`config.mk`:
```
export PLATFORM = sky130hd
export DESIGN_NAME = octal_isa_instruction_decoder
export DESIGN_NICKNAME = d
export VERILOG_FILES = /design/src/rtl/oid_pkg.sv /design/src/rtl/octal_isa_instruction_decoder.sv /design/src/rtl/oid_classify.sv /design/src/rtl/oid_fields.sv
export SDC_FILE = /design/constraint.sdc
export NUM_CORES = 1
export LEC_CHECK = 0
export BUFFER_PORTS_ARGS = -buffer_cell sky130_fd_sc_hd__buf_2
export CORE_MARGIN = 4
export CORE_UTILIZATION = 40
export DETAILED_ROUTE_END_ITERATION = 10
export HOLD_SLACK_MARGIN = 0.05
export SETUP_SLACK_MARGIN = 0.15
export SYNTH_ARGS = -nofsm -noshare
export SYNTH_HDL_FRONTEND = slang
export SYNTH_SLANG_ARGS = --single-unit
```
`constraint.sdc`:
```
create_clock -name clock -period 3.1 [get_ports clock]
set_input_delay 0.31 -clock clock [delete_from_list [all_inputs] [get_ports clock]]
set_output_delay 0.31 -clock clock [all_outputs]
set_load 0.02 [all_outputs]
```
`src/rtl/oid_pkg.sv`:
```
`timescale 1ns / 1ps
`default_nettype none

package oid_pkg;

   localparam logic [6:0] ClsXor      = 7'd16;
   localparam logic [6:0] ClsMul      = 7'd12;
   localparam logic [6:0] ClsBr       = 7'd17;
   localparam logic [6:0] ClsBrPair0  = 7'd18;
   localparam logic [6:0] ClsBrPair3  = 7'd21;
   localparam logic [6:0] ClsBrLast   = 7'd24;
   localparam logic [6:0] ClsSob      = 7'd25;
   localparam logic [6:0] ClsJsr      = 7'd26;
   localparam logic [6:0] ClsEmt      = 7'd27;
   localparam logic [6:0] ClsTrap     = 7'd28;
   localparam logic [6:0] ClsJmp      = 7'd29;
   localparam logic [6:0] ClsSwab     = 7'd30;
   localparam logic [6:0] ClsClr      = 7'd31;
   localparam logic [6:0] ClsClrb     = 7'd32;
   localparam logic [6:0] ClsMfpi     = 7'd55;
   localparam logic [6:0] ClsMfpd     = 7'd56;
   localparam logic [6:0] ClsMtpi     = 7'd57;
   localparam logic [6:0] ClsMtpd     = 7'd58;
   localparam logic [6:0] ClsSxt      = 7'd59;
   localparam logic [6:0] ClsMark     = 7'd60;
   localparam logic [6:0] ClsCc       = 7'd61;
   localparam logic [6:0] ClsRts      = 7'd62;
   localparam logic [6:0] ClsSpl      = 7'd63;
   localparam logic [6:0] ClsRti      = 7'd64;
   localparam logic [6:0] ClsBpt      = 7'd65;
   localparam logic [6:0] ClsIot      = 7'd66;
   localparam logic [6:0] ClsRtt      = 7'd67;
   localparam logic [6:0] ClsHalt     = 7'd68;
   localparam logic [6:0] ClsWait     = 7'd69;
   localparam logic [6:0] ClsReset    = 7'd70;
   localparam logic [6:0] ClsReserved = 7'd71;
   localparam logic [6:0] ClsSrcLast  = 7'd11;
   localparam logic [6:0] ClsNone     = 7'h7F;

   localparam logic [6:0] Op9MulLo  = 7'o070;
   localparam logic [6:0] Op9MulHi  = 7'o074;
   localparam logic [6:0] Op9Br     = 7'o000;
   localparam logic [6:0] Op9PairLo = 7'o001;
   localparam logic [6:0] Op9PairHi = 7'o003;
   localparam logic [6:0] Op9HiLo   = 7'o100;
   localparam logic [6:0] Op9HiHi   = 7'o103;
   localparam logic [6:0] Op9Sob    = 7'o077;
   localparam logic [6:0] Op9Jsr    = 7'o004;
   localparam logic [6:0] Op9EmtTrap = 7'o104;

   localparam logic [9:0] Op6Jmp    = 10'o0001;
   localparam logic [9:0] Op6Cc     = 10'o0002;
   localparam logic [9:0] Op6Swab   = 10'o0003;
   localparam logic [9:0] Op6WordLo = 10'o0050;
   localparam logic [9:0] Op6WordHi = 10'o0063;
   localparam logic [9:0] Op6ByteLo = 10'o1050;
   localparam logic [9:0] Op6ByteHi = 10'o1063;
   localparam logic [9:0] Op6Mark   = 10'o0064;
   localparam logic [9:0] Op6Mfpi   = 10'o0065;
   localparam logic [9:0] Op6Mfpd   = 10'o1065;
   localparam logic [9:0] Op6Mtpi   = 10'o0066;
   localparam logic [9:0] Op6Mtpd   = 10'o1066;
   localparam logic [9:0] Op6Sxt    = 10'o0067;

   localparam logic [12:0] Op3Rts = 13'o00020;
   localparam logic [12:0] Op3Spl = 13'o00023;

   typedef struct packed {
      logic [6:0] op_class;
      logic [5:0] src_spec;
      logic [5:0] dst_spec;
      logic [2:0] reg_or_level;
      logic [7:0] branch_offset;
      logic       branch_sense;
      logic       cc_set;
      logic [3:0] cc_mask;
   } result_type;

   function automatic logic [6:0] top_group(input logic [3:0] code);
      logic [6:0] cls;
      case (code)
         4'd1:    cls = 7'd0;
         4'd2:    cls = 7'd2;
         4'd3:    cls = 7'd4;
         4'd4:    cls = 7'd6;
         4'd5:    cls = 7'd8;
         4'd6:    cls = 7'd10;
         4'd9:    cls = 7'd1;
         4'd10:   cls = 7'd3;
         4'd11:   cls = 7'd5;
         4'd12:   cls = 7'd7;
         4'd13:   cls = 7'd9;
         4'd14:   cls = 7'd11;
         default: cls = ClsNone;
      endcase
      return cls;
   endfunction

   function automatic logic [6:0] word_group(input logic [15:0] w);
      logic [6:0] cls;
      case (w)
         16'd0:   cls = ClsHalt;
         16'd1:   cls = ClsWait;
         16'd2:   cls = ClsRti;
         16'd3:   cls = ClsBpt;
         16'd4:   cls = ClsIot;
         16'd5:   cls = ClsReset;
         16'd6:   cls = ClsRtt;
         default: cls = ClsReserved;
      endcase
      return cls;
   endfunction

endpackage

`default_nettype wire

```
`src/rtl/octal_isa_instruction_decoder.sv`:
```
`timescale 1ns / 1ps
`default_nettype none

// Channel   Ports                          Accepted when
// input     start, busy, req_instr_word     start high and busy low at a clock edge
// result    rsp_strobe, rsp_*               rsp_strobe high at a clock edge
//
// An item is accepted every cycle outside reset. It is held in the input
// register, then one pass of decode logic writes its result into the result
// register. Each result is shown for one cycle with rsp_strobe.
// Reset is synchronous and clears both valid flags; busy is high during reset.
// The receiver cannot stall, so busy never rises outside reset.

module octal_isa_instruction_decoder (
   input  wire logic        clock,
   input  wire logic        reset,
   input  wire logic        start,
   output logic             busy,
   input  wire logic [15:0] req_instr_word,
   output logic             rsp_strobe,
   output logic [6:0]       rsp_op_class,
   output logic [5:0]       rsp_src_spec,
   output logic [5:0]       rsp_dst_spec,
   output logic [2:0]       rsp_reg_or_level,
   output logic [7:0]       rsp_branch_offset,
   output logic             rsp_branch_sense,
   output logic             rsp_cc_set,
   output logic [3:0]       rsp_cc_mask
);

   logic                valid_in;
   logic                valid_ff;
   logic [15:0]         instr_ff;
   logic [6:0]          op_class;
   oid_pkg::result_type result_in;
   oid_pkg::result_type result_ff;
   logic                rsp_valid_ff;

   assign busy     = reset;
   assign valid_in = start & ~busy;

   always_ff @(posedge clock) begin
      if (reset) begin
         valid_ff     <= 1'b0;
         rsp_valid_ff <= 1'b0;
      end else begin
         valid_ff     <= valid_in;
         rsp_valid_ff <= valid_ff;
      end
   end

   always_ff @(posedge clock) begin
      if (valid_in) begin
         instr_ff <= req_instr_word;
      end
      if (valid_ff) begin
         result_ff <= result_in;
      end
   end

   oid_classify u_classify (
      .instr_word (instr_ff),
      .op_class   (op_class)
   );

   oid_fields u_fields (
      .instr_word (instr_ff),
      .op_class   (op_class),
      .result     (result_in)
   );

   assign rsp_strobe        = rsp_valid_ff;
   assign rsp_op_class      = result_ff.op_class;
   assign rsp_src_spec      = result_ff.src_spec;
   assign rsp_dst_spec      = result_ff.dst_spec;
   assign rsp_reg_or_level  = result_ff.reg_or_level;
   assign rsp_branch_offset = result_ff.branch_offset;
   assign rsp_branch_sense  = result_ff.branch_sense;
   assign rsp_cc_set        = result_ff.cc_set;
   assign rsp_cc_mask       = result_ff.cc_mask;

   a_strobe_follows: assert property (@(posedge clock) disable iff (reset)
      $past(!reset) |-> (rsp_strobe == $past(valid_ff)))
      else $error("Result strobe does not follow the input register.");

   a_class_range: assert property (@(posedge clock) disable iff (reset)
      rsp_strobe |-> (rsp_op_class <= oid_pkg::ClsReserved))
      else $error("Operation number out of range.");

   a_reserved_clean: assert property (@(posedge clock) disable iff (reset)
      (rsp_strobe && rsp_op_class == oid_pkg::ClsReserved) |->
      (rsp_src_spec == 6'd0 && rsp_dst_spec == 6'd0 && rsp_reg_or_level == 3'd0 &&
       rsp_branch_offset == 8'd0 && !rsp_branch_sense && !rsp_cc_set &&
       rsp_cc_mask == 4'd0))
      else $error("Reserved item carries nonzero fields.");

   a_cc_only: assert property (@(posedge clock) disable iff (reset)
      (rsp_strobe && rsp_op_class != oid_pkg::ClsCc) |->
      (!rsp_cc_set && rsp_cc_mask == 4'd0))
      else $error("Condition-code fields set outside the condition-code class.");

   a_src_only: assert property (@(posedge clock) disable iff (reset)
      (rsp_strobe && rsp_src_spec != 6'd0) |-> (rsp_op_class <= oid_pkg::ClsSrcLast))
      else $error("Source field set for a class without a source operand.");

endmodule

`default_nettype wire

```
`src/rtl/oid_classify.sv`:
```
`timescale 1ns / 1ps
`default_nettype none

module oid_classify (
   input  wire logic [15:0] instr_word,
   output logic [6:0]       op_class
);

   logic [6:0]  o9;
   logic [9:0]  o6;
   logic [12:0] o3;
   logic [6:0]  top_cls;
   logic [9:0]  word_diff;
   logic [9:0]  byte_diff;

   assign o9        = instr_word[15:9];
   assign o6        = instr_word[15:6];
   assign o3        = instr_word[15:3];
   assign top_cls   = oid_pkg::top_group(instr_word[15:12]);
   assign word_diff = o6 - oid_pkg::Op6WordLo;
   assign byte_diff = o6 - oid_pkg::Op6ByteLo;

   always_comb begin
      if (top_cls != oid_pkg::ClsNone) begin
         op_class = top_cls;
      end else if (o9 >= oid_pkg::Op9MulLo && o9 <= oid_pkg::Op9MulHi) begin
         op_class = oid_pkg::ClsMul + (o9 - oid_pkg::Op9MulLo);
      end else if (o9 == oid_pkg::Op9Br && instr_word[8]) begin
         op_class = oid_pkg::ClsBr;
      end else if (o9 >= oid_pkg::Op9PairLo && o9 <= oid_pkg::Op9PairHi) begin
         op_class = oid_pkg::ClsBrPair0 + (o9 - oid_pkg::Op9PairLo);
      end else if (o9 >= oid_pkg::Op9HiLo && o9 <= oid_pkg::Op9HiHi) begin
         op_class = oid_pkg::ClsBrPair3 + (o9 - oid_pkg::Op9HiLo);
      end else if (o9 == oid_pkg::Op9Sob) begin
         op_class = oid_pkg::ClsSob;
      end else if (o9 == oid_pkg::Op9Jsr) begin
         op_class = oid_pkg::ClsJsr;
      end else if (o9 == oid_pkg::Op9EmtTrap) begin
         op_class = instr_word[8] ? oid_pkg::ClsTrap : oid_pkg::ClsEmt;
      end else if (o6 == oid_pkg::Op6Jmp) begin
         op_class = oid_pkg::ClsJmp;
      end else if (o6 == oid_pkg::Op6Swab) begin
         op_class = oid_pkg::ClsSwab;
      end else if (o6 >= oid_pkg::Op6WordLo && o6 <= oid_pkg::Op6WordHi) begin
         op_class = oid_pkg::ClsClr + {2'b00, word_diff[3:0], 1'b0};
      end else if (o6 >= oid_pkg::Op6ByteLo && o6 <= oid_pkg::Op6ByteHi) begin
         op_class = oid_pkg::ClsClrb + {2'b00, byte_diff[3:0], 1'b0};
      end else if (o6 == oid_pkg::Op6Mfpi) begin
         op_class = oid_pkg::ClsMfpi;
      end else if (o6 == oid_pkg::Op6Mfpd) begin
         op_class = oid_pkg::ClsMfpd;
      end else if (o6 == oid_pkg::Op6Mtpi) begin
         op_class = oid_pkg::ClsMtpi;
      end else if (o6 == oid_pkg::Op6Mtpd) begin
         op_class = oid_pkg::ClsMtpd;
      end else if (o6 == oid_pkg::Op6Sxt) begin
         op_class = oid_pkg::ClsSxt;
      end else if (o6 == oid_pkg::Op6Mark) begin
         op_class = oid_pkg::ClsMark;
      end else if (o6 == oid_pkg::Op6Cc && instr_word[5]) begin
         op_class = oid_pkg::ClsCc;
      end else if (o3 == oid_pkg::Op3Rts) begin
         op_class = oid_pkg::ClsRts;
      end else if (o3 == oid_pkg::Op3Spl) begin
         op_class = oid_pkg::ClsSpl;
      end else begin
         op_class = oid_pkg::word_group(instr_word);
      end
   end

endmodule

`default_nettype wire

```
`src/rtl/oid_fields.sv`:
```
`timescale 1ns / 1ps
`default_nettype none

module oid_fields (
   input  wire logic [15:0]        instr_word,
   input  wire logic [6:0]         op_class,
   output oid_pkg::result_type     result
);

   logic uses_src;
   logic uses_dst;
   logic uses_reg;
   logic uses_lvl;
   logic uses_off;
   logic uses_sns;
   logic uses_cc;

   always_comb begin
      uses_src = op_class <= oid_pkg::ClsSrcLast;
      uses_dst = op_class <= oid_pkg::ClsXor || op_class == oid_pkg::ClsSob ||
                 op_class == oid_pkg::ClsJsr ||
                 (op_class >= oid_pkg::ClsJmp && op_class <= oid_pkg::ClsMark);
      uses_reg = (op_class >= oid_pkg::ClsMul && op_class <= oid_pkg::ClsXor) ||
                 op_class == oid_pkg::ClsSob || op_class == oid_pkg::ClsJsr;
      uses_lvl = op_class == oid_pkg::ClsRts || op_class == oid_pkg::ClsSpl;
      uses_off = (op_class >= oid_pkg::ClsBr && op_class <= oid_pkg::ClsBrLast) ||
                 op_class == oid_pkg::ClsEmt || op_class == oid_pkg::ClsTrap;
      uses_sns = (op_class >= oid_pkg::ClsBrPair0 && op_class <= oid_pkg::ClsBrLast) ||
                 op_class == oid_pkg::ClsEmt || op_class == oid_pkg::ClsTrap;
      uses_cc  = op_class == oid_pkg::ClsCc;

      result.op_class      = op_class;
      result.src_spec      = uses_src ? instr_word[11:6] : 6'd0;
      result.dst_spec      = uses_dst ? instr_word[5:0] : 6'd0;
      result.reg_or_level  = uses_reg ? instr_word[8:6] :
                             (uses_lvl ? instr_word[2:0] : 3'd0);
      result.branch_offset = uses_off ? instr_word[7:0] : 8'd0;
      result.branch_sense  = uses_sns ? instr_word[8] : 1'b0;
      result.cc_set        = uses_cc ? instr_word[4] : 1'b0;
      result.cc_mask       = uses_cc ? instr_word[3:0] : 4'd0;
   end

endmodule

`default_nettype wire
```
# After elaboration in Yosys (flattened, before gate mapping)
# Memory sizes are Yosys's and may differ from the RTL's. A register that Yosys moved wholly into a read port is not among the register bits.
# Index checks and enable logic that the tools add are counted.
# op_classes
bitwise_logic	2
n_reduce_logical	23
mux	26
n_eq_ne	28
addsub	10
order_cmp	18
# ops
operator	count
7-bit two-way mux	21
16-bit by 3-bit == test with 1-bit output (second input constant)	3
10-bit by 6-bit == test with 1-bit output (second input constant)	4
16-bit by 2-bit == test with 1-bit output (second input constant)	2
7-bit by 5-bit == test with 1-bit output (second input constant)	4
7-bit by 6-bit == test with 1-bit output (second input constant)	4
13-bit by 5-bit == test with 1-bit output (second input constant)	2
7-bit by 5-bit greater-or-equal comparator with 1-bit output (second input constant)	3
3-bit case mux with 7 select lines	1
10-bit == test (second input constant)	2
10-bit by 2-bit == test with 1-bit output (second input constant)	2
16-bit by 1-bit == test with 1-bit output (second input constant)	1
16-bit logical NOT	1
5-bit by 7-bit adder with 7-bit output (first input constant)	2
7-bit by 5-bit <= comparator with 1-bit output (second input constant)	2
7-bit by 6-bit <= comparator with 1-bit output (second input constant)	2
1-bit logical AND	11
10-bit by 1-bit == test with 1-bit output (second input constant)	1
10-bit greater-or-equal comparator (second input constant)	1
10-bit by 6-bit greater-or-equal comparator with 1-bit output (second input constant)	1
10-bit <= comparator (second input constant)	1
10-bit by 6-bit <= comparator with 1-bit output (second input constant)	1
1-bit logical OR	10
3-bit two-way mux	3
other kinds (21)	22
# word_totals
ff_bits	54
out_inout_bits	38
rom_bits	112
memories	1
# memory_table
name	depth	width	rd	rd_clocked_by_memory_dff	wr	line_no	text
(no name shown)	16	7	1	1	0	oid_pkg.sv:81	case (code)

# Depth between registers and ports, before layout
# Gate-level depths: netlist (run 1).
# logic_depth
word_depth	28
mapped_depth	14
depth_no_buf	12

# Cells and area by module
# A second synthesis (run 1) with hierarchy kept.
# hier_totals
hier_cells	371
area_unflattened_um2	3796.1
# by_module_without_submodules
module	instances	area_each_um2	cells_per_inst	seq_area_each_um2
octal_isa_instruction_decoder	1	1627.8	58	1601.5
oid_classify	1	1616.6	238	0.0
oid_fields	1	551.8	75	0.0

# Worst setup path before layout (run 1)
# OpenSTA, ideal clock, no wires.
# synth_timing
kind	flip-flop to flip-flop
start	register instr_ff[9]
end	register result_ff, in the netlist rsp_dst_spec[0] (data pin)
arrival_ps	2939
stages_incl_launch_ff	14
setup_time_ps	264
setup_slack_ps	-103
cell_sequence	edfxtp_1 > buf_2 > inv_1 > ha_1 > nor4b_1 > and3_1 > a221o_1 > a221o_2 > a41oi_2 > nor2_2 > bufinv_8 > o311ai_4 > a31oi_2 > o21ai_1
# synth_lines
element	line_no	text
start: declaration	octal_isa_instruction_decoder.sv:33	logic [15:0] instr_ff;
start signal: assignment	octal_isa_instruction_decoder.sv:54	instr_ff <= req_instr_word;
13-bit by 5-bit == test with 1-bit output	oid_classify.sv:64	end else if (o3 == oid_pkg::Op3Spl) begin
7-bit two-way mux	oid_classify.sv:64	
7-bit two-way mux	oid_classify.sv:62	end else if (o3 == oid_pkg::Op3Rts) begin
7-bit two-way mux	oid_classify.sv:60	end else if (o6 == oid_pkg::Op6Cc && instr_word[5]) begin
7-bit two-way mux	oid_classify.sv:58	end else if (o6 == oid_pkg::Op6Mark) begin
7-bit two-way mux	oid_classify.sv:56	end else if (o6 == oid_pkg::Op6Sxt) begin
7-bit two-way mux	oid_classify.sv:54	end else if (o6 == oid_pkg::Op6Mtpd) begin
7-bit two-way mux	oid_classify.sv:52	end else if (o6 == oid_pkg::Op6Mtpi) begin
(+10 left out)	-	
7-bit two-way mux	oid_classify.sv:30	end else if (o9 >= oid_pkg::Op9PairLo && o9 <= oid_pkg::Op9PairHi) begin
7-bit two-way mux	oid_classify.sv:28	end else if (o9 == oid_pkg::Op9Br && instr_word[8]) begin
7-bit two-way mux (*)	oid_classify.sv:26	end else if (o9 >= oid_pkg::Op9MulLo && o9 <= oid_pkg::Op9MulHi) begin
7-bit two-way mux (*)	oid_classify.sv:24	if (top_cls != oid_pkg::ClsNone) begin
named net op_class[3]	octal_isa_instruction_decoder.sv:34	logic [6:0] op_class;
7-bit by 5-bit <= comparator with 1-bit output / 7-bit by 5-bit == test with 1-bit output (equally long branches)	oid_fields.sv:20	uses_dst = op_class <= oid_pkg::ClsXor || op_class == oid_pkg::ClsSob ||
1-bit logical OR (2 in series)	oid_fields.sv:20	
1-bit logical OR (*)	oid_fields.sv:21	op_class == oid_pkg::ClsJsr ||
end signal: assignment	octal_isa_instruction_decoder.sv:57	result_ff <= result_in;
end: declaration	octal_isa_instruction_decoder.sv:36	oid_pkg::result_type result_ff;
# Mark *: on every way through the listed nets, which the timed path passes. The rest lies on a longest branch.
# A chain may end at the register's enable or synchronous reset.

# Final worst setup path (run 1)
# layout_timing
start	register instr_ff[11]
end	register result_ff, in the netlist rsp_branch_sense (data pin)
# layout_between
elab_chain_len	27
# layout_rtl
element	line_no	text
16-bit by 3-bit == test with 1-bit output, or another cell as far along	oid_pkg.sv:101	case (w)
3-bit case mux with 7 select lines	oid_pkg.sv:101	
7-bit two-way mux	oid_classify.sv:64	
7-bit two-way mux	oid_classify.sv:62	
7-bit two-way mux	oid_classify.sv:60	
7-bit two-way mux	oid_classify.sv:58	
7-bit two-way mux	oid_classify.sv:56	
7-bit two-way mux	oid_classify.sv:54	
(+11 left out)	-	
7-bit two-way mux	oid_classify.sv:30	
7-bit two-way mux	oid_classify.sv:28	
7-bit two-way mux (*)	oid_classify.sv:26	
7-bit two-way mux (*)	oid_classify.sv:24	
7-bit by 5-bit greater-or-equal comparator with 1-bit output / 7-bit by 5-bit <= comparator with 1-bit output (equally long branches)	oid_fields.sv:28	uses_sns = (op_class >= oid_pkg::ClsBrPair0 && op_class <= oid_pkg::ClsBrLast) ||
1-bit logical AND	oid_fields.sv:28	
1-bit logical OR	oid_fields.sv:28	
1-bit logical OR (*)	oid_fields.sv:29	op_class == oid_pkg::ClsEmt || op_class == oid_pkg::ClsTrap;
# Every way passes the cells marked *; elsewhere a longest branch is shown, timed or not.

==> results.txt, run 1 <==
* Initial standard-cell utilization of the core: 40.7%
- Final TNS setup: -2.04 ns
- Sink count of the clock tree: 59
- Transition time at the pin with the least slew margin: 0.532 ns
- Later-pin clock latency in the skew report: 0.34 ns
* Deepest level of the CTS H-tree: 3
- The internal power of the cells totals 1.79 mW.
- Switching part of the total: 31.6%
- CP startpoint: instr_ff[11]$_DFFE_PP_
- For the worst setup path, the data required time is 3.22 ns.
- No sink is reached through more buffers than the 2 on the longest clock path.
- The count of endpoints failing hold in the final timing report is 0.
- After clock tree synthesis, the clock-pin slew on the worst setup and hold paths is 0.08 ns.
- STA classifies the critical path startpoint as a register.
- The library cell used most frequently in the layout, excluding fill and tap cells, is sky130_fd_sc_hd__buf_4.
* Reg2reg setup slack: -0.19 ns
- Synthesized net count: 390
- The analysis attributes to net switching a power of 0.831 mW.
- The Yosys step of the flow raised 0 warnings.
- Per-cell routed wire length: 18.1 um
* Relative contribution of combinational cells to total power: 31.8%
- Of the synthesized area, sequential elements account for 43.0%.
- The first global-routing pass estimated 19000 um of wire.
- Leading area contributor after synthesis: sky130_fd_sc_hd__edfxtp_1
- CTS tree: yes
- Crit share post-route: 106%
- The analysis attributes to cell leakage a power of 2.48 nW.
- Number of enable flip-flop cells after synthesis: between 50 and 60
- 57 I/O pins were placed.
- Residual DRC count: 0
- Layout area overhead: 51.3%
* Drt total wl: roughly 12000 um
- The post-route netlist has a little under three fifths of its cells at a drive strength greater than 1.
* Row count: 36
- Share of synthesized registers carrying an async set or reset: 0%
* Min-delay worst type: in2reg
* Most frequent cells in the layout: sky130_fd_sc_hd__buf_4, sky130_fd_sc_hd__buf_2, sky130_fd_sc_hd__edfxtp_1, sky130_fd_sc_hd__nand3_1, sky130_fd_sc_hd__nand2_1
* Number of I/O port buffers: between 50 and 60
- Initial detailed-routing violation count: 202
- The average instance in the mapped netlist occupies 11.1 um^2.
- The detailed router placed 3694 vias in this run.
- Based on the critical path, the design can be clocked at up to 304 MHz.
- CP Capture Point: rsp_branch_sense$_SDFFCE_PN0P_
* Cell Chain, Critical Path: inv_4 -> ha_4 -> or3b_4 -> a221oi_4 -> buf_6 -> a21oi_4 -> buf_6 -> a41oi_4 -> buf_12 -> o21ai_4 -> buf_4 -> nand2_2 -> o21ai_2 -> a2111oi_2
* Cell family with the largest share of critical-path delay: compound AO/OA/AOI/OAI gates
- Fraction of synthesized cell area taken by the top area cell type: 39.4%
- Number of library cell types mapped by synthesis: 92
* Slew headroom: 64.2%
- By area the synthesized netlist is led by sky130_fd_sc_hd__edfxtp_1, sky130_fd_sc_hd__ha_1, sky130_fd_sc_hd__dfxtp_1.
* Max Cap Violations: 0
- In this design, the stage delay of the slowest critical-path cell is 0.49 ns.
- Antenna Cells: 0
- Maximum number of pins on one net before global-route repair: 38
- The design draws 2.62 mW.
* Worst-path fanout max: 5
- Buffers inserted to repair hold after CTS numbered 0.
* Cell repeated most along the worst path: sky130_fd_sc_hd__buf_6
* Placer congestion estimate: 0.953
- The flow ran to the end, but the final reports show violations.
* Clock tree root driver cell: sky130_fd_sc_hd__clkbuf_8
* X dimension of the die: ~110 um
- In the global route stage, overall resource usage came out at 21.3%.
* TritonRoute pass-1 iters: 5
- Worst clock skew: 0.0110 ns
- Synthesis produced roughly 360 cells.
* Cell with the largest stage delay on the worst path: sky130_fd_sc_hd__edfxtp_1
- Critical path depth in cells: 14
- CTS Buf Count: 9
* Portion of total power attributed to sequential cells: 37.2%
* Netlist area before placement: ~4000 um^2
* Number of antenna violations at the first check in global routing: 0
* Hpwl dp: 8960 um
* Core area: slightly below 10000 um^2
- Total overflow reported by the global router: 0
- The routed design could run at a clock period as short as 3.29 ns.
* Worst path arrival time: 3.42 ns
- The synthesized design contains 59 register bits.
- The most used flip-flop cell after synthesis is sky130_fd_sc_hd__edfxtp_1.
- Via count of the first global-routing pass: 3659
- The die covers between 10000 and 15000 um^2.
* Crit path buf inv count: 5
* RSZ-0062 raised after global routing: yes
- Violations in the final reports: setup timing
- Source of the worst register-to-register timing path: instr_ff[11]$_DFFE_PP_
- Chip Height: about 110 um
- Final number of max-transition violations: 0
* Reg-to-reg critical path endpoint: rsp_branch_sense$_SDFFCE_PN0P_
* Vias per inst: between 5 and 6
- The layout has 810 filler cells.
- Worst reg-to-reg path cell count: 14
* Critical path start-end classification: reg2reg
- VDD sags by at most ~0.21 mV.
* Fin nets: 573
- STA classifies the critical path endpoint as a register.
* Pwr Density: 438 nW/um^2
* Final Setup Violations: 23
- In this run the remaining antenna-violating nets after routing total 0.
* Smallest setup slack after layout: -0.195 ns
- Fraction of power consumed by the clock network: 31.1%
## cells by family (layout without fill, tap and decap cells)
family	after synthesis	in the layout	synth area share [%]
xor+xnor	8	8	1.77
buf+inv	38	226	5.18
mux	6	6	1.58
flops	59	59	43.0
fa+ha+maj	15	15	4.74
simple gates	137	137	21.3
compound gates	93	93	22.4
## per-stage QoR
step | utilization [%] | setup WS (ns) | cells | cell area [um^2] | hold WS (ns)
after global placement | 53.6 | -0.238 | 636 | 5210 | 0.486
after global routing | 61.6 | -0.276 | 677 | 5990 | 0.118
final | 61.6 | -0.195 | 677 | 5990 | 0.138
after floorplan | - | 0.0307 | 356 | 4060 | 0.382
after detailed placement | 53.6 | -0.265 | 636 | 5210 | 0.489
after CTS | 59.0 | -0.124 | 666 | 5740 | 0.128
## cell type report
cell class	count	area (um^2)	share of cell area (%)
Multi-Input combinational cell	259	2400	40.1
Sequential cell	59	1700	28.4
Timing Repair Buffer	192	1410	23.5
Tap cell	133	166	2.78
Clock buffer	9	124	2.07
Clock inverter	7	100	1.67
Inverter	18	91.3	1.52
## Yosys cell counts, types with 3 or more instances
cell	count
sky130_fd_sc_hd__o21ai_2	3
sky130_fd_sc_hd__o21a_1	6
sky130_fd_sc_hd__buf_6	3
sky130_fd_sc_hd__o21ai_1	7
sky130_fd_sc_hd__o21ai_0	7
sky130_fd_sc_hd__a21oi_1	7
sky130_fd_sc_hd__a32oi_1	4
sky130_fd_sc_hd__and3_1	9
sky130_fd_sc_hd__nand4_1	8
sky130_fd_sc_hd__a211oi_1	3
sky130_fd_sc_hd__nor4b_1	3
sky130_fd_sc_hd__edfxtp_1	52
sky130_fd_sc_hd__nor4_1	9
sky130_fd_sc_hd__xnor2_1	4
sky130_fd_sc_hd__clkbuf_1	5
sky130_fd_sc_hd__nor2_1	13
sky130_fd_sc_hd__buf_2	8
sky130_fd_sc_hd__inv_1	15
sky130_fd_sc_hd__nor2b_1	5
sky130_fd_sc_hd__nor2_2	3
sky130_fd_sc_hd__ha_1	15
sky130_fd_sc_hd__nand3_1	20
sky130_fd_sc_hd__nor3_1	8
sky130_fd_sc_hd__or2_2	4
sky130_fd_sc_hd__xor2_1	4
sky130_fd_sc_hd__mux2i_1	4
sky130_fd_sc_hd__dfxtp_1	7
sky130_fd_sc_hd__o31ai_1	4
sky130_fd_sc_hd__o2111ai_1	5
sky130_fd_sc_hd__and2_1	17
sky130_fd_sc_hd__nand2_1	20
## registers in the layout (all words and copies together), names as in the netlist
register            cells
instr_ff               16
rsp_branch_offset       8
rsp_op_class            7
rsp_dst_spec            6
rsp_src_spec            6
u_classify.top_cls      5
rsp_cc_mask             4
rsp_reg_or_level        3
rsp_branch_sense        1
rsp_cc_set              1
rsp_strobe              1
valid_ff                1
## worst min-delay path by stage
stage	start	endpoint	slack, ns	cells past startpoint
2_1_floorplan	reset	rsp_strobe$_SDFF_PP0_	0.38	1
3_3_place_gp	req_instr_word[6]	instr_ff[6]$_DFFE_PP_	0.49	1
3_5_place_dp	req_instr_word[11]	instr_ff[11]$_DFFE_PP_	0.49	1
4_1_cts	req_instr_word[8]	instr_ff[8]$_DFFE_PP_	0.13	1
5_1_grt	req_instr_word[5]	instr_ff[5]$_DFFE_PP_	0.12	1
6_report	req_instr_word[8]	instr_ff[8]$_DFFE_PP_	0.14	1
## power by group through the flow
stage / sequential (mW) / combinational, mW / clock, mW
floorplan: 1.01 / 0.376 / 0
global placement: 0.992 / 0.643 / 0
detailed placement: 0.993 / 0.652 / 0
CTS: 0.975 / 0.735 / 0.828
global route: 0.982 / 0.888 / 0.871
finish: 0.975 / 0.834 / 0.816
## metal layers
| metal | vias to the layer above | share of wire [%] | track usage (%) |
|---|---|---|---|
| met3 | 25 | 4.3 | 3.66 |
| li1 | 1754 | - | - |
| met2 | 133 | 50 | 34.5 |
| met4 | 0 | 2.0 | 8.39 |
| met1 | 1782 | 44 | 28.2 |
| met5 | - | 0 | 0 |
## worst register-to-register path, stage by stage (launching register included)
cell and delay (ns):
sky130_fd_sc_hd__edfxtp_1 0.49, sky130_fd_sc_hd__inv_4 0.10, sky130_fd_sc_hd__ha_4 0.12, sky130_fd_sc_hd__or3b_4 0.39, sky130_fd_sc_hd__a221oi_4 0.43, sky130_fd_sc_hd__buf_6 0.17, sky130_fd_sc_hd__a21oi_4 0.05, sky130_fd_sc_hd__buf_6 0.13
sky130_fd_sc_hd__a41oi_4 0.29, sky130_fd_sc_hd__buf_12 0.15, sky130_fd_sc_hd__o21ai_4 0.08, sky130_fd_sc_hd__buf_4 0.16, sky130_fd_sc_hd__nand2_2 0.05, sky130_fd_sc_hd__o21ai_2 0.05, sky130_fd_sc_hd__a2111oi_2 0.43
## what timing repair did
action | 4_1_cts | 5_1_grt
cloned | 0 | 0
gates resized for setup | 33 | 38
endpoints found under the hold margin | 0 | 0
endpoints found under the setup margin | 31 | 32
pin swaps | 16 | 19
buffers inserted | 14 | 11
Power figures use the tool's default switching activity.
==> inputs of run 2 (changes only) <==
--- a/config.mk
+++ b/config.mk
@@ -10,6 +10,7 @@
 export CORE_UTILIZATION = 40
 export DETAILED_ROUTE_END_ITERATION = 10
 export HOLD_SLACK_MARGIN = 0.05
+export RECOVER_POWER = 100
 export SETUP_SLACK_MARGIN = 0.15
 export SYNTH_ARGS = -nofsm -noshare
 export SYNTH_HDL_FRONTEND = slang
==> run 2 against run 1 <==
Against the previous run:
- the flow finishes with violations (capacitance limit, slew limit, setup timing)
- first-iteration DRC count up 6.9%
- combinational power down 1%
- sequential power about the same
- final area down 1.0%
- sequential cell count unchanged
- non-clock buffer count unchanged
- register-to-register slack better by 0.03 ns
- cell count unchanged
- critical path type unchanged
- largest power group unchanged
==> results.txt, run 2 (synthesis gave the netlist of run 1 again) <==
- Result of the run: finished, violations left (unchanged)
* Violations in the final reports: capacitance limit, slew limit, setup timing (was setup timing)
* Worst VDD drop: 0.214 mV (about the same)
- Wire length of the first global-routing pass: 19000 um (unchanged)
- Crit share post-route: 105% (was 106%)
* Cell Chain, Critical Path: buf_4 -> buf_12 -> a211o_1 -> a21oi_4 -> buf_6 -> nand3_2 -> or3_4 -> a31oi_4 -> nor2_2 -> bufinv_8 -> o311ai_4 -> a31oi_4 -> o21ai_1 (was inv_4 -> ha_4 -> or3b_4 -> a221oi_4 -> buf_6 -> a21oi_4 -> buf_6 -> a41oi_4 -> buf_12 -> o21ai_4 -> buf_4 -> nand2_2 -> o21ai_2 -> a2111oi_2)
* Total overflow reported by the global router: 0 (unchanged)
- Initial detailed-routing violation count: 216 (was 202)
- Number of I/O port buffers: 56 (unchanged)
- Static power due to leakage: 2.34 nW (was 2.48 nW)
* DIE AREA: 11600 um^2 (unchanged)
- Post-detailed-placement cell area: 5210 um^2 (unchanged)
- The TritonCTS buffer count was 9 (unchanged).
- Crit path buf inv count: 4 (was 5)
- Cell family with the largest share of critical-path delay: compound AO/OA/AOI/OAI gates (unchanged)
- The clock tree skew after final layout came to 0.0115 ns (was 0.0110 ns).
- Initial standard-cell utilization of the core: 40.7% (unchanged)
- The number of logic stages on the critical path including buffering came to 13 (was 14).
* Pwr Density: 441 nW/um^2 (was 438 nW/um^2)
* Residual DRC count: 0 (unchanged)
- Combined flip-flop and latch cell area: 1700 um^2 (unchanged)
* Total via count after detailed routing: 3630 (was 3694)
- Cell with the largest stage delay on the worst path: sky130_fd_sc_hd__edfxtp_1 (unchanged)
* Flip-flop count of the largest register after layout: 16 (unchanged)
- The half-perimeter wire length after placement was 8960 um (unchanged).
- RSZ-0062 raised after global routing: yes (unchanged).
- The fill cell instance count of the final layout was 839 (was 810).
* Most flops, register: instr_ff (unchanged)
- Total chip power: 2.62 mW (about the same)
- Antenna Cells: 0 (unchanged)
- The area used by multi-input combinational logic was 2400 um^2 (about the same).
- Endpoint type of the worst setup path: register (unchanged)
- The clock-pin transition on the worst setup and hold timing paths came to 0.08 ns (about the same).
- Antenna-violating nets left: 0 (unchanged)
* Transition time at the pin with the least slew margin: 1.86 ns (was 0.532 ns)
- Later-pin clock latency in the skew report: 0.35 ns (was 0.34 ns)
- Min-Delay Endpoint: instr_ff[8]$_DFFE_PP_ (unchanged)
* GRT Resource Usage Total: 21.3% (unchanged)
* Startpoint type of the worst setup path: register (unchanged)
- Startpoint of the lowest-slack hold path: req_instr_word[8] (unchanged)
- Vias per inst: 5.36 (was 5.46)
* Final hold slack: 0.138 ns (about the same)
- TritonRoute pass-1 iters: 4 (was 5)
* Reg2reg setup slack: -0.16 ns (was -0.19 ns)
* Final instance area: 5930 um^2 (was 5990 um^2)
- The maximum root-to-sink buffer count came to 2 (unchanged).
* Leading cell type in the layout, fill and taps excluded: sky130_fd_sc_hd__buf_4 (unchanged)
- Number of antenna violations at the first check in global routing: 0 (unchanged)
- Worst slack, placed: -0.265 ns (unchanged)
* Max Cap Violations: 1 (was 0)
- CTS tree: yes (unchanged)
- Drt total wl: 12200 um (was 12300 um)
* Fin nets: 573 (unchanged)
- Placer congestion estimate: 0.953 (unchanged)
- The number of clock sinks was 59 (unchanged).
* FMAX: 306 MHz (was 304 MHz)
* Row count: 36 (unchanged)
- The via count of the first global-routing pass came to 3659 (unchanged).
- Min-delay worst type: in2reg (unchanged)
- The maximum fanout count along the critical path was 7 (was 5).
- Fin. Hold Viols: 0 (unchanged)
* Slew headroom: -23.7% (was 64.2%)
- The average detailed-routed wire length per instance was 18.1 um (about the same).
* Num ports: 57 (unchanged)
- Source of the worst register-to-register timing path: instr_ff[12]$_DFFE_PP_ (was instr_ff[11]$_DFFE_PP_)
- The width of the die was 108 um (unchanged).
* Clock tree root driver cell: sky130_fd_sc_hd__clkbuf_8 (unchanged)
* Worst path arrival time: 3.36 ns (was 3.42 ns)
* Critical path start-end classification: reg2reg (unchanged)
- Final period demand of the worst path: 3.26 ns (was 3.29 ns)
- The area of the core is 9730 um^2 (unchanged).
- Maximum number of pins on one net before global-route repair: 38 (unchanged)
- Most frequent cells in the layout: sky130_fd_sc_hd__buf_4, sky130_fd_sc_hd__edfxtp_1, sky130_fd_sc_hd__clkbuf_1, sky130_fd_sc_hd__nand3_1, sky130_fd_sc_hd__nand2_1 (was sky130_fd_sc_hd__buf_4, sky130_fd_sc_hd__buf_2, sky130_fd_sc_hd__edfxtp_1, sky130_fd_sc_hd__nand3_1, sky130_fd_sc_hd__nand2_1).
- Layout area overhead: 49.8% (was 51.3%)
- Final Setup Violations: 23 (unchanged)
* Deepest level of the CTS H-tree: 3 (unchanged)
- The floorplan die height came to 108 um (unchanged).
- The worst setup slack after layout is -0.164 ns (was -0.195 ns).
- Cells on Worst Hold Path: 1 (unchanged)
- Worst reg-to-reg path cell count: 13 (was 14)
- Cell repeated most along the worst path: sky130_fd_sc_hd__a31oi_4 (was sky130_fd_sc_hd__buf_6)
- The number of pins exceeding their max-slew limit in the final report was 38 (was 0).
- Reg-to-reg critical path endpoint: rsp_dst_spec[3]$_SDFFCE_PN0P_ (was rsp_branch_sense$_SDFFCE_PN0P_)
* Max incr delay on CP: 0.47 ns (was 0.49 ns)
- Share of layout cells above drive strength 1: 48.0% (was 55.9%)
- Data required time of the critical path: 3.20 ns (was 3.22 ns)
## run 2: cell types whose count changed in the layout (fill, tap and decap cells not counted), sizes merged
cell / before / now
buf: 192 / 150
clkbuf: 9 / 51
## run 2: what timing repair did
action | 4_1_cts | 5_1_grt
pin swaps | 16 | 19
gates resized for setup | 33 | 38
buffers inserted | 14 | 11
hold buffers | 0 | 0
setup endpoints to repair | 31 | 32
## run 2: layout make-up
cell class	count	share of cell area, %
Multi-Input combinational cell	259	40.5
Clock buffer	9	2.09
Inverter	18	1.54
Sequential cell	59	28.7
Timing Repair Buffer	192	22.7
Tap cell	133	2.81
Clock inverter	7	1.69
## run 2: how the worst max path moves through the flow
stage	slack, ns	endpoint	startpoint
2_1_floorplan	0.03	rsp_reg_or_level[0]$_DFFE_PP_	instr_ff[11]$_DFFE_PP_
6_report	-0.16	rsp_dst_spec[3]$_SDFFCE_PN0P_	instr_ff[12]$_DFFE_PP_
4_1_cts	-0.12	rsp_branch_offset[3]$_SDFFCE_PN0P_	instr_ff[12]$_DFFE_PP_
3_5_place_dp	-0.27	rsp_branch_offset[3]$_SDFFCE_PN0P_	instr_ff[12]$_DFFE_PP_
3_3_place_gp	-0.24	rsp_branch_offset[4]$_SDFFCE_PN0P_	instr_ff[12]$_DFFE_PP_
5_1_grt	-0.28	rsp_branch_sense$_SDFFCE_PN0P_	instr_ff[11]$_DFFE_PP_
## run 2: stage by stage
step	cells	TNS (ns)	utilization, %
global placement	636	-4.23	53.6
floorplan	356	0	-
finish	677	-1.89	61.0
global route	677	-5.22	61.0
CTS	666	-1.92	59.0
detailed placement	636	-4.84	53.6
## run 2: routing by layer
layer | track usage [%] | up-vias | share of wire, %
li1 | - | 1749 | -
met1 | 28.2 | 1758 | 43
met2 | 34.5 | 104 | 49
met3 | 3.66 | 19 | 5.4
met4 | 8.39 | 0 | 1.9
met5 | 0 | - | 0
## run 2: where the power goes
group / switching [mW] / internal, mW
sequential: 0.0436 / 0.934
combinational: 0.431 / 0.393
clock: 0.357 / 0.460
==> inputs of run 3 (changes only) <==
--- a/config.mk
+++ b/config.mk
@@ -12,6 +12,8 @@
 export HOLD_SLACK_MARGIN = 0.05
 export RECOVER_POWER = 100
 export SETUP_SLACK_MARGIN = 0.15
+export SLEW_MARGIN = 30
 export SYNTH_ARGS = -nofsm -noshare
 export SYNTH_HDL_FRONTEND = slang
+export SYNTH_HIERARCHICAL = 1
 export SYNTH_SLANG_ARGS = --single-unit
==> run 3 against run 2 <==
Against the previous run:
- the run still ends with capacitance limit, slew limit, setup timing left
- highest routed layer unchanged
- largest cell class unchanged
- largest power group unchanged
- sequential share of layout area decreased by 1.3 points
- die area decreased by 3.8%
- critical path type unchanged
- critical path depth unchanged
==> results.txt, run 3 <==
* Deepest level of the CTS H-tree: 2 (was 3)
- Reg-to-reg critical path endpoint: rsp_branch_sense$_DFFE_PP_ (was rsp_dst_spec[3]$_SDFFCE_PN0P_)
- The buffer type at the clock tree root is sky130_fd_sc_hd__clkbuf_8 (unchanged).
- The fraction of final layout cells with drive strength greater than 1 was 49.2% (was 48.0%).
- The utilization after layout came to 63.3% (was 61.0%).
- The worst hold endpoint is instr_ff[6]$_DFFE_PP_ (was instr_ff[8]$_DFFE_PP_).
- Number of I/O port buffers: 56 (unchanged)
- The number of antenna violations at the first check in global routing was 0 (unchanged).
- The slew at the pin with the worst max-slew slack was 1.84 ns (was 1.86 ns).
- The number of warnings reported in the yosys synthesis log is 6 (was 0).
* Avg Synthesized Cell Area: 10.2 um^2 (was 11.1 um^2)
- The share of Yosys cell area claimed by the top area cell type came to 41.1% (was 39.4%).
- Vias per inst: 5.63 (was 5.36)
- Number of cells after detailed placement: 650 (was 636)
- Maximum number of pins on one net before global-route repair: 38 (unchanged)
- Worst clock skew: 0.0123 ns (was 0.0115 ns)
* Share of synthesized registers carrying an async set or reset: 0% (unchanged)
- Startpoint type of the worst setup path: register (unchanged)
- The number of non-filler instances in the completed layout came to 680 (was 677).
* Violations in the final reports: capacitance limit, slew limit, setup timing (unchanged)
- Per-cell routed wire length: 17.9 um (was 18.1 um)
- Sink count of the clock tree: 54 (was 59)
* Reg2reg setup slack: -0.27 ns (was -0.16 ns)
- Most frequent cells in the layout: sky130_fd_sc_hd__buf_4, sky130_fd_sc_hd__edfxtp_1, sky130_fd_sc_hd__clkbuf_1, sky130_fd_sc_hd__nand2_1, sky130_fd_sc_hd__buf_2 (was sky130_fd_sc_hd__buf_4, sky130_fd_sc_hd__edfxtp_1, sky130_fd_sc_hd__clkbuf_1, sky130_fd_sc_hd__nand3_1, sky130_fd_sc_hd__nand2_1)
* Source of the worst register-to-register timing path: instr_ff[13]$_DFFE_PP_ (was instr_ff[12]$_DFFE_PP_)
- Pwr Density: 351 nW/um^2 (was 441 nW/um^2)
* Netlist area before placement: 3800 um^2 (was 3960 um^2)
- Post-detailed-placement cell area: 5070 um^2 (was 5210 um^2)
* Cell types with the highest counts after synthesis: sky130_fd_sc_hd__edfxtp_1, sky130_fd_sc_hd__nand2_1, sky130_fd_sc_hd__ha_1 (was sky130_fd_sc_hd__edfxtp_1, sky130_fd_sc_hd__nand2_1, sky130_fd_sc_hd__nand3_1)
* DIE AREA: 11100 um^2 (was 11600 um^2)
- CTS tree: yes (unchanged)
- Final number of max-transition violations: 38 (unchanged)
- The achievable frequency was 297 MHz (was 306 MHz).
- The floorplan die height was 105 um (was 108 um).
* Cells on Worst Hold Path: 1 (unchanged)
- The setup total negative slack was -5.46 ns (was -1.89 ns).
* Crit share post-route: 109% (was 105%)
* Critical path start-end classification: reg2reg (unchanged)
- The worst-case headroom to the max-slew limit was -22.9% (was -23.7%).
- The number of remaining DRC errors is 0 (unchanged).
* Row count: 35 (was 36)
- Fin. Hold Viols: 0 (unchanged)
* Static power due to leakage: 2.25 nW (was 2.34 nW)
* X dimension of the die: 105 um (was 108 um)
* Drt total wl: 12200 um (about the same)
* Startpoint of the lowest-slack hold path: req_instr_word[6] (was req_instr_word[8])
- The maximum vdd ir drop is 0.267 mV (was 0.214 mV).
- Number of library cell types mapped by synthesis: 72 (was 92)
- Total via count after detailed routing: 3826 (was 3630)
- The clock latency of the later-clocked register in the worst-skew pair was 0.32 ns (was 0.35 ns).
- Hpwl dp: 8860 um (was 8960 um)
- The area growth from synthesis to layout came to 54.2% (was 49.8%).
* Synthesized flop and latch total: 54 (was 59)
- Most instantiated flip-flop cell in the synthesis netlist: sky130_fd_sc_hd__edfxtp_1 (unchanged)
- Worst reg-to-reg path cell count: 13 (unchanged)
- Worst-path fanout max: 6 (was 7)
- CTS Buf Count: 5 (was 9)
- TritonRoute pass-1 iters: 5 (was 4)
* Clock transition at path regs: 0.10 ns (was 0.08 ns)
* Final Setup Violations: 29 (was 23)
- Leading cell type by number of instances after synthesis: sky130_fd_sc_hd__edfxtp_1 (unchanged)
- Total chip power: 2.05 mW (was 2.62 mW)
- Number of enable flip-flop cells after synthesis: 52 (unchanged)
- The residual overflow from global routing is 0 (unchanged).
- Placer congestion estimate: 0.915 (was 0.953)
- The gate count of the mapped netlist came to 371 (was 356).
- Result of the run: finished, violations left (unchanged)
- Smallest setup slack after layout: -0.271 ns (was -0.164 ns)
- The initial core utilization is 41.1% (was 40.7%).
* Sequential cell area fraction in the yosys report: 42.2% (was 43.0%)
- The top cell type by total area after synthesis is sky130_fd_sc_hd__edfxtp_1 (unchanged).
- Flip-flop count of the largest register after layout: 16 (unchanged)
- RSZ-0062 raised after global routing: yes (unchanged)
- Synthesized net count: 408 (was 390)
* Final hold slack: 0.167 ns (was 0.138 ns)
- Max Cap Violations: 1 (unchanged)
- Endpoint type of the worst setup path: register (unchanged)
- Leading cell types by total area after synthesis: sky130_fd_sc_hd__edfxtp_1, sky130_fd_sc_hd__ha_1, sky130_fd_sc_hd__nor4b_1 (was sky130_fd_sc_hd__edfxtp_1, sky130_fd_sc_hd__ha_1, sky130_fd_sc_hd__dfxtp_1).
- The area of the core was 9240 um^2 (was 9730 um^2).
- The maximum root-to-sink buffer count is 2 (unchanged).
- Via count of the first global-routing pass: 3738 (was 3659)
- Min-delay worst type: in2reg (unchanged)
- The required arrival time at the worst endpoint came to 3.23 ns (was 3.20 ns).
- The remaining number of nets flagged by the antenna check after routing was 0 (unchanged).
- The worst slack at placement came to -0.536 ns (was -0.265 ns).
- Final period demand of the worst path: 3.37 ns (was 3.26 ns)
* Initial detailed-routing violation count: 271 (was 216)
- The number of placed I/O pins came to 57 (unchanged).
- The first-pass GRT wire length is 19100 um (was 19000 um).
- The post-layout instance area is 5850 um^2 (was 5930 um^2).
- The quantity of hold-fixing buffers added after cts was 0 (unchanged).
- Fin nets: 587 (was 573)
* GRT Resource Usage Total: 21.3% (about the same)
* Leading cell type in the layout, fill and taps excluded: sky130_fd_sc_hd__buf_4 (unchanged)
- The critical path data arrival time was 3.50 ns (was 3.36 ns).
- Most flops, register: instr_ff (unchanged)
- Antenna Cells: 0 (unchanged)
## run 3: cell types whose count changed in the layout (fill, tap and decap cells not counted), sizes merged, moves of 6 or more
cell / previous run / this run
a211oi: 6 / 12
nor4b: 3 / 17
buf: 150 / 162
o21ai: 17 / 10
nand3: 22 / 12
nor4: 11 / 4
## run 3: worst max-delay path, stage by stage, from the launching register on
cell	delay (ns)
sky130_fd_sc_hd__edfxtp_1	0.46
sky130_fd_sc_hd__inv_6	0.06
sky130_fd_sc_hd__ha_4	0.19
sky130_fd_sc_hd__o211a_1	0.14
sky130_fd_sc_hd__a311o_1	0.29
sky130_fd_sc_hd__and3_4	0.19
sky130_fd_sc_hd__or4_4	0.52
sky130_fd_sc_hd__and3_4	0.19
sky130_fd_sc_hd__o32ai_2	0.23
sky130_fd_sc_hd__buf_4	0.18
sky130_fd_sc_hd__buf_6	0.13
sky130_fd_sc_hd__nor2b_1	0.17
sky130_fd_sc_hd__o21ai_1	0.10
sky130_fd_sc_hd__a2111oi_2	0.34
## run 3: timing repair
action / in CTS / in global routing
setup endpoints to repair: 31 / 29
gates resized for setup: 89 / 30
buffers inserted: 19 / 3
pin swaps: 37 / 14
## run 3: per-layer routing
layer / part of all wire, % / track usage [%] / up-vias
li1: - / - / 1810
met1: 42 / 28.0 / 1827
met2: 50 / 35.9 / 158
met3: 5.8 / 3.12 / 31
met4: 3.0 / 7.03 / 0
met5: 0 / 0 / -
## run 3: kinds of logic (layout without fill, tap and decap cells)
logic type	Yosys count	after routing	synth area share, %
AO/OA/AOI/OAI	97	97	20.0
XOR/XNOR	6	6	1.38
adder cells (fa/ha/maj)	18	18	5.93
buffers and inverters	49	229	6.23
flip-flops	54	54	42.2
multiplexers	1	1	0.297
AND/OR/NAND/NOR	146	146	24.0
## run 3: layout make-up
class                      instances  area (um^2)
tap                              129          161
fill                             726         3390
inverter                          17         68.8
clock inverter                     3         28.8
timing repair buffer             204         1390
sequential                        54         1600
clock buffer                       5         68.8
multi-input combinational        268         2530
## run 3: worst max-delay path by stage
stage	start	slack [ns]	to	depth (start not counted)
after global routing	instr_ff[13]$_DFFE_PP_	-0.40	rsp_cc_mask[2]$_DFFE_PP_	14
after global placement	instr_ff[12]$_DFFE_PP_	-0.49	rsp_dst_spec[2]$_DFFE_PP_	15
after detailed placement	instr_ff[12]$_DFFE_PP_	-0.54	rsp_dst_spec[0]$_DFFE_PP_	15
after CTS	instr_ff[11]$_DFFE_PP_	-0.21	rsp_branch_offset[3]$_DFFE_PP_	11
final	instr_ff[13]$_DFFE_PP_	-0.27	rsp_branch_sense$_DFFE_PP_	13
after floorplan	instr_ff[13]$_DFFE_PP_	-0.43	rsp_dst_spec[1]$_DFFE_PP_	15
## run 3: where the power goes
part | internal (mW) | leakage, nW | switching [mW]
combinational | 0.336 | 1.72 | 0.416
sequential | 0.864 | 0.477 | 0.0201
clock | 0.168 | 0.0502 | 0.250
